===== config.mk =====
export PLATFORM = sky130hd
export DESIGN_NAME = wtc_angle
export DESIGN_NICKNAME = d
export VERILOG_FILES = /design/src/rtl/world_transform_compose_unit_macros.svh /design/src/rtl/wtc_pkg.sv /design/src/rtl/wtc_angle.sv
export SDC_FILE = /design/constraint.sdc
export NUM_CORES = 2
export LEC_CHECK = 0
export ABC_AREA = 1
export BUFFER_PORTS_ARGS = -buffer_cell sky130_fd_sc_hd__buf_2
export CORE_MARGIN = 10
export CORE_UTILIZATION = 40
export DETAILED_ROUTE_END_ITERATION = 12
export GPL_TIMING_DRIVEN = 1
export HOLD_SLACK_MARGIN = 0.06
export SLEW_MARGIN = 20
export SYNTH_ARGS = -nofsm -noshare
export SYNTH_HDL_FRONTEND = slang
export SYNTH_SLANG_ARGS = --single-unit

===== constraint.sdc =====
create_clock -name clk -period 64.3 [get_ports clk]
set_input_delay 6.43 -clock clk [delete_from_list [all_inputs] [get_ports clk]]
set_output_delay 6.43 -clock clk [all_outputs]
set_load 0.01 [all_outputs]

===== src/rtl/world_transform_compose_unit_macros.svh =====
// Assertion macros for the world transform compose unit.
// Each check is sampled on the rising edge of clk and is off while rst_n is low.
`ifndef WORLD_TRANSFORM_COMPOSE_UNIT_MACROS_SVH
`define WORLD_TRANSFORM_COMPOSE_UNIT_MACROS_SVH
`ifndef NO_ASSERTIONS
`define WTC_ASSERT(lbl, prop) \
  lbl: assert property (@(posedge clk) disable iff (!rst_n) prop) \
    else $error("wtc: assertion failed");
`define WTC_ASSERT_NEXT(lbl, ante, cons) \
  lbl: assert property (@(posedge clk) disable iff (!rst_n) (ante) |=> (cons)) \
    else $error("wtc: assertion failed");
`else
`define WTC_ASSERT(lbl, prop)
`define WTC_ASSERT_NEXT(lbl, ante, cons)
`endif
`endif


===== src/rtl/wtc_pkg.sv =====
// ----------------------------------------------------------------------------
// wtc_pkg
// Shared types, angle constants and fixed-point helpers for the
// world transform compose unit.
// ----------------------------------------------------------------------------
package wtc_pkg;

  localparam int CORDIC_STEPS_DEF = 24;
  localparam int FRAC_BITS_DEF    = 16;

  // Angle scale: 30 fraction bits
  localparam int     ANG_BITS    = 30;
  localparam longint ANG_HALF_PI = 64'd1686629713;
  localparam longint ANG_PI      = 64'd3373259426;
  localparam longint ANG_TWO_PI  = 64'd6746518852;
  localparam longint CORDIC_GAIN = 64'd652032874;
  localparam logic [16:0] ALPHA_ONE = 17'd65536;

  // Truncated arctangent table, 30 fraction bits
  localparam logic [29:0] ATAN_TAB [32] = '{
    30'd843314856, 30'd497837829, 30'd263043836, 30'd133525158, 30'd67021686,
    30'd33543515, 30'd16775850, 30'd8388437, 30'd4194282, 30'd2097149,
    30'd1048575, 30'd524287, 30'd262143, 30'd131071, 30'd65535, 30'd32767,
    30'd16383, 30'd8191, 30'd4095, 30'd2047, 30'd1023, 30'd511, 30'd255,
    30'd127, 30'd63, 30'd31, 30'd15, 30'd7, 30'd3, 30'd1, 30'd0, 30'd0
  };

  // Request fields that ride along the pipe
  typedef struct packed {
    logic [63:0] scale_pair;
    logic [63:0] position_pair;
    logic [63:0] pivot_pair;
    logic [16:0] node_alpha;
    logic        has_parent;
    logic [63:0] parent_ab;
    logic [63:0] parent_cd;
    logic [63:0] parent_offset;
    logic [16:0] parent_alpha;
  } pay_t;

  typedef struct packed {
    logic signed [33:0] z;
    logic               flip;
  } ang_t;

  typedef struct packed {
    logic signed [33:0] x;
    logic signed [33:0] y;
    logic               flip;
  } trig_t;

  typedef struct packed {
    logic signed [31:0] a;
    logic signed [31:0] b;
    logic signed [31:0] c;
    logic signed [31:0] d;
  } mat_t;

  typedef struct packed {
    logic signed [31:0] pa;
    logic signed [31:0] pb;
    logic signed [31:0] pc;
    logic signed [31:0] pd;
    logic signed [31:0] ptx;
    logic signed [31:0] pty;
  } par_t;

  // Clamp to signed 32 bits
  function automatic logic signed [31:0] sat32(input logic signed [65:0] v);
    if (v > 66'sd2147483647) return 32'sh7fffffff;
    if (v < -66'sd2147483648) return 32'sh80000000;
    return v[31:0];
  endfunction

  // Sine or cosine times a scale, rounded at 30 bits and clamped
  function automatic logic signed [31:0] trig_mul(input logic signed [33:0] t,
                                                 input logic signed [31:0] s);
    logic signed [65:0] p;
    p = 66'(t) * 66'(s);
    p = (p + (66'sd1 <<< (ANG_BITS - 1))) >>> ANG_BITS;
    return sat32(p);
  endfunction

  // Q product, half rounds up
  function automatic logic signed [63:0] qmul(input logic signed [31:0] x,
                                             input logic signed [31:0] y,
                                             input int fb);
    logic signed [63:0] p;
    p = 64'(x) * 64'(y);
    p = (p + (64'sd1 <<< (fb - 1))) >>> fb;
    return p;
  endfunction

endpackage


===== src/rtl/wtc_angle.sv =====
// ----------------------------------------------------------------------------
// wtc_angle
// Reduces a rotation to one turn (quotient by reciprocal multiply, then an
// exact remainder and a one-step correction) and folds it into -pi/2..pi/2
// with a flip flag. Three register stages.
// ----------------------------------------------------------------------------
module wtc_angle import wtc_pkg::*; #(
  parameter int FRAC_BITS = FRAC_BITS_DEF
) (
  input  logic        clk,
  input  logic        rst_n,
  input  logic        in_valid,
  output logic        in_ready,
  input  logic [31:0] in_rot,
  input  pay_t        in_pay,
  output logic        out_valid,
  input  logic        out_ready,
  output ang_t        out_ang,
  output pay_t        out_pay
);

  localparam int SH = ANG_BITS - FRAC_BITS;
  localparam int QS = 62 - SH;
  localparam int NS = 3;
  // floor(2^62 / 2pi), below 2^30
  localparam logic signed [31:0] RECIP32 = 32'((longint'(1) << 62) / ANG_TWO_PI);
  localparam logic signed [57:0] M58  = 58'(ANG_TWO_PI);
  localparam logic signed [35:0] M36  = 36'(ANG_TWO_PI);
  localparam logic signed [35:0] PI36 = 36'(ANG_PI);
  localparam logic signed [33:0] HP34 = 34'(ANG_HALF_PI);
  localparam logic signed [33:0] PI34 = 34'(ANG_PI);

  logic [NS-1:0]      vld_r;
  logic [NS:0]        rdy;
  pay_t               pay_r [NS];
  logic signed [62:0] prod_r;
  logic signed [62:0] prod_nxt;
  logic signed [31:0] rot_r;
  logic signed [35:0] rem_r;
  logic signed [35:0] rem_nxt;
  ang_t               ang_r;
  ang_t               ang_nxt;

  // Ready chain: a stage loads when empty or when its successor moves
  assign rdy[NS] = out_ready;
  for (genvar k = 0; k < NS; k++) begin : g_rdy
    assign rdy[k] = !vld_r[k] || rdy[k+1];
  end
  assign in_ready = rdy[0];

  // Valid bits
  always_ff @(posedge clk) begin
    if (!rst_n) begin
      vld_r <= '0;
    end else begin
      if (rdy[0]) vld_r[0] <= in_valid;
      for (int k = 1; k < NS; k++) begin
        if (rdy[k]) vld_r[k] <= vld_r[k-1];
      end
    end
  end

  // Carried payload
  always_ff @(posedge clk) begin
    if (rdy[0]) pay_r[0] <= in_pay;
    for (int k = 1; k < NS; k++) begin
      if (rdy[k]) pay_r[k] <= pay_r[k-1];
    end
  end

  // Stage 0: rotation times the reciprocal of two pi
  always_comb begin
    prod_nxt = 63'($signed(in_rot)) * 63'(RECIP32);
  end

  always_ff @(posedge clk) begin
    if (rdy[0]) begin
      prod_r <= prod_nxt;
      rot_r  <= $signed(in_rot);
    end
  end

  // Stage 1: remainder against the estimated turn count, within -2pi..4pi
  always_comb begin
    logic signed [62:0] q;
    logic signed [57:0] zw;
    logic signed [57:0] qm;
    logic signed [57:0] r;
    q  = prod_r >>> QS;
    zw = 58'(rot_r) <<< SH;
    qm = 58'($signed(q[23:0])) * M58;
    r  = zw - qm;
    rem_nxt = r[35:0];
  end

  always_ff @(posedge clk) begin
    if (rdy[1]) rem_r <= rem_nxt;
  end

  // Stage 2: correct to 0..2pi, wrap to -pi..pi, fold to the right half plane
  always_comb begin
    logic signed [35:0] rc;
    logic signed [33:0] zs;
    rc = rem_r;
    if (rc < 36'sd0) rc = rc + M36;
    else if (rc >= M36) rc = rc - M36;
    if (rc >= PI36) rc = rc - M36;
    zs = rc[33:0];
    ang_nxt.z    = zs;
    ang_nxt.flip = 1'b0;
    if (zs > HP34) begin
      ang_nxt.z    = zs - PI34;
      ang_nxt.flip = 1'b1;
    end else if (zs < -HP34) begin
      ang_nxt.z    = zs + PI34;
      ang_nxt.flip = 1'b1;
    end
  end

  always_ff @(posedge clk) begin
    if (rdy[2]) ang_r <= ang_nxt;
  end

  assign out_valid = vld_r[NS-1];
  assign out_ang   = ang_r;
  assign out_pay   = pay_r[NS-1];

endmodule


Word level (Yosys, flattened, before mapping) --
Memories as Yosys holds them, arrays and structs flattened. Index checks and enable logic that the tools add are counted. W data, S select, Z words.
Storage, ports and cells: register bits 159, memory bits (writable) 1257, output and inout bits 456, memories kept 1
Memories:
- pay_r | words 3, bits a word 419, rd ports 3, clocked after Yosys merged registers in 0, write ports 3, line wtc_angle.sv:35 | pay_t pay_r [NS];
Operators by class: add/subtract/negate cells 6, multipliers 2, order comparisons 5, mux-type cells 11, reduce and logical (&&, ||, !) cells 6
Operators with widths (number):
- $mux W36 | 2
- $mux W35 | 2
- $mul A32 B31 Y63 const B | 1
- $add A36 B34 Y36 const B | 1
- $ge A36 B33 Y1 const B | 1
- $ge A36 B34 Y1 const B | 1
- $lt A36 B1 Y1 const B | 1
- $sub A36 B34 Y36 const B | 1
- $sub A36 B36 Y36 | 1
- $add A34 B33 Y34 const B | 1
- $gt A34 B32 Y1 const B | 1
- $lt A34 B32 Y1 const B | 1
- $mul A15 B32 Y34 const B | 1
- $mux W34 | 1
- $sub A34 B33 Y34 const B | 1
- $sub A34 B34 Y34 const B | 1
- $mux W1 | 6
- $logic_not A1 Y1 | 3
- $logic_or A1 B1 Y1 | 3

Depth between registers and ports, before layout --
word-level depth 8, mapped depth 44, depth with buffers taken out 40

Least setup slack after synthesis --
OpenSTA, ideal clock, no wires.
path kind input -> output, start point input out_ready, end point output in_ready, data arrival time 26.842 ns, required time 57.870 ns, path slack 31.028 ns, stages on the path 4, cells stage by stage inv_1 nand2_1 nor2_1 nand2_1
Between the ends: longest elaborated chain between the ends 3
Ends and longest elaborated chain:
- start: declaration | line wtc_angle.sv:17 | input logic out_ready,
- $logic_or A1 B1 Y1 | line wtc_angle.sv:47 | assign rdy[k] = !vld_r[k] || rdy[k+1];
- via rdy[2] | line wtc_angle.sv:34 | logic [NS:0] rdy;
- $logic_or A1 B1 Y1 (2 in series) | line wtc_angle.sv:47
- end: declaration | line wtc_angle.sv:13 | output logic in_ready,
The timed path passes the listed nets, and every way through them passes these cells.

Worst setup path after layout --
Ends and elaborated chain as after synthesis.

==> summary.md <==
| Metric | Value |
|---|---|
| Drt pass-1 iters | `5` |
| DRT Wirelength | `227,800 um` |
| Number of DRC markers in iteration 0 | `4,062` |
| Period minus WS final | `15,100 ps` |
| Layout cells sized above 1 | `18.31%` |
| Worst path cell trace | `buf_2 -> inv_1 -> nand2_4 -> nor2_1 -> nand2_4 -> buf_2` |
| Die Y | `461.1 um` |
| Setup violators final | `0` |
| Cell Area, Synth | `0.07782 mm2` |
| First-pass GRT wire length | `324,900 um` |
| CTS tree | `done` |
| R2R depth | `32` |
| Yosys top cell by area | `edfxtp_1` |
| Reg-to-Reg Start | `prod_r[48]` |
| Clock Tree Buf Depth | `3` |
| Largest stage delay, worst path | `670 ps` |
| Syn Area/Cell | `12.05 um2` |
| Antenna viol nets, final | `0` |
| Sequential area share after synthesis | `52.60%` |
| Root Buffer | `clkbuf_16` |
| Final Hold Fails | `0` |
| Unrepaired setup endpoints after global routing | `no` |
| DRT met1 WL | `91,130 um` |
| Flop-to-flop setup slack | `56,120 ps` |
| Setup TNS Final | `0 ps` |
| Nets | `8,551` |
| Hold Path Origin | `pay_r[0][442]` |
| WHS Endpoint | `pay_r[0][861]` |
| Grt ovf | `0` |
| Core area | `0.1930 mm2` |
| Synth top area share | `52.52%` |
| Tcrit/Tclk final | `23.48%` |
| Dpl hpwl | `184,000 um` |
| Critical Path AT | `8670 ps` |
| Fillers | `17,771` |
| Slew @ Worst Pin | `1039 ps` |
| Number of global-route vias before repair | `47,823` |
| All-Layer GR Usage | `20.88%` |
| GPL Wtd Cong | `0.9325` |
| Clock slew at reported path FFs | `60 ps` |
| Maximum number of pins on one net before global-route repair | `122` |
| Max-cap violations | `0` |
| Hold Path Stages | `0` |
| Met3 wire length | `18,340 um` |
| Status | `finished, final reports clean` |
| Startpoint types | `input pin` |
| F_max | `66.24 MHz` |
| Total CTS buffers | `145` |
| Clk_lat worst skew | `810 ps` |
| Post-CTS Setup Bufs | `0` |
| Clock sink total | `1,364` |
| Initial Util | `40.32%` |
| Vias per Instance | `4.869` |
| Top FF cell, synth | `edfxtp_1` |
| Synth warn | `0` |
| Post-synthesis sequential element count | `1,364` |
| Top routing layer used | `met5` |
| Asr flop ratio synth | `0%` |
| IO buf count | `909` |
| Critical Path RT | `57,870 ps` |
| H-tree levels | `4` |
| Row cnt | `161` |
| Worst-path maximum fanout | `51` |
| Initial antenna violation count | `114` |
| DIE WIDTH | `461.1 um` |
| Worst hold path type | `flop to flop` |
| Reg-to-reg endpoint | `rem_r[32]` |
| Relative slew slack | `30.72%` |
| Drt wl/cell | `23.41 um` |
| Synth area leaders | `edfxtp_1 53%, fa_1 15%, ha_1 7.6%, inv_1 5.6%, nand2_1 4.9%` |
| Post-CTS Hold Buffers | `0` |
| Post-route DRC violation count | `0` |
| Die area | `0.2126 mm2` |
| Post-synthesis cell count | `6,460` |
| CTS-repair resized insts | `0` |
| Synth cell types | `69` |
| CP max-delay cell | `nor2_1` |
| Layout area overhead | `11.98%` |
| Worst clock skew | `57.88 ps` |
| Io pins | `911` |
| CP endpoint kind | `output pin` |
| Post-synth EDFFs | `1,361` |
| DR WL met2 | `110,800 um` |
| Final Slew Violations | `0` |
| Net Count, Synth | `7,956` |
| Worst Path Class, Setup | `input pin to output pin` |
| Vias | `47,372` |
==> per-stage QoR <==
step                hold slack (ps)  cells  area (um2)  utilization [%]  setup slack, ps
floorplan                     400.3   6460       77820                -            31030
global placement              400.1   9433       82110            42.55            49260
detailed placement            404.5   9433       82110            42.55            49250
CTS                           376.7   9694       87020            45.09            49230
global route                  391.5   9714       87100            45.13            49080
finish                        374.0   9730       87140            45.15            49200
==> Yosys cell counts, drive strengths merged, types with 40 or more instances <==
library cell / instances
buf: 477
xor2: 113
nor3: 46
nand2: 1087
edfxtp: 1361
ha: 473
fa: 568
nand3: 284
xnor2: 48
a21oi: 158
nor2: 346
nand4: 40
o21ai: 125
inv: 1209
==> flip-flops by register name, indices dropped and copies added, names as in the netlist <==
register  flops
rem_r        34
rot_r        21
prod_r       16
out_ang      33
vld_r         3
pay_r      1257
==> cell usage in the layout, fill, tap and decap left out, types with 6 or more instances in the layout <==
master      instances
nand3_2             6
o211ai_1            7
nand2_4            11
bufinv_16          15
nand4_1            39
or2_2              10
nor2_1            329
clkbuf_16         146
xnor2_1            47
buf_4              21
nand3b_1           11
xor2_1            111
buf_2             908
clkinv_1           31
ha_1              473
a21oi_1           154
clkinv_16           9
o21ai_1            20
o21ai_0           101
clkinvlp_4          6
nand2_2            64
a31oi_1            11
nand3_1           276
clkinv_2           22
clkbuf_1           20
nand2_1          1012
inv_1            1170
nor2_2             11
o21a_1             11
fa_1              568
diode_2            35
o21bai_1           10
o31ai_1             6
edfxtp_1         1361
nor2_4              6
nor3_1             44
inv_2              35
==> worst max-delay path, delay by kind of cell <==
kind          cells  cell delay [ps]
simple gates      3             1610
buf+inv           3              520
==> final cells by class <==
class | instances | area [um2] | share of cell area [%]
Antenna cell | 35 | 87.58 | 0.1005
Clock buffer | 169 | 3770 | 4.326
Clock inverter | 92 | 1145 | 1.314
Inverter | 1213 | 4568 | 5.243
Multi-Input combinational cell | 3399 | 28710 | 32.94
Sequential cell | 1364 | 40930 | 46.97
Tap cell | 2526 | 3161 | 3.627
Timing Repair Buffer | 932 | 4770 | 5.474
==> worst max path at each step <==
stage,from,end,depth (start not counted)
3_5_place_dp,out_ready,in_ready,6
5_1_grt,out_ready,in_ready,6
4_1_cts,out_ready,in_ready,6
6_report,out_ready,in_ready,6
3_3_place_gp,out_ready,in_ready,6
2_1_floorplan,out_ready,in_ready,4
==> cell families (layout without fill, tap and decap cells) <==
kind of cell / after synthesis / in the layout / share of synthesized area [%]
DFF: 1364 / 1364 / 52.60
adders and majority gates: 1042 / 1042 / 22.23
AOI/OAI and AO/OA: 357 / 357 / 2.624
buffers and inverters: 1697 / 2406 / 10.53
muxes: 1 / 1 / 0.01286
other: 1 / 36 / 0.004819
and+or+nand+nor: 1837 / 1837 / 10.16
xor gates and xnor gates: 161 / 161 / 1.841
==> per-layer routing <==
| layer | GRT usage [%] | vias up |
|---|---|---|
| met2 | 34.99 | 1633 |
| met5 | 0 | - |
| met1 | 26.73 | 23424 |
| li1 | - | 21861 |
| met3 | 5.427 | 416 |
| met4 | 5.852 | 38 |
Power is not shown: default switching activity piles up to over one toggle a cycle in this logic, so the estimate is an artifact.
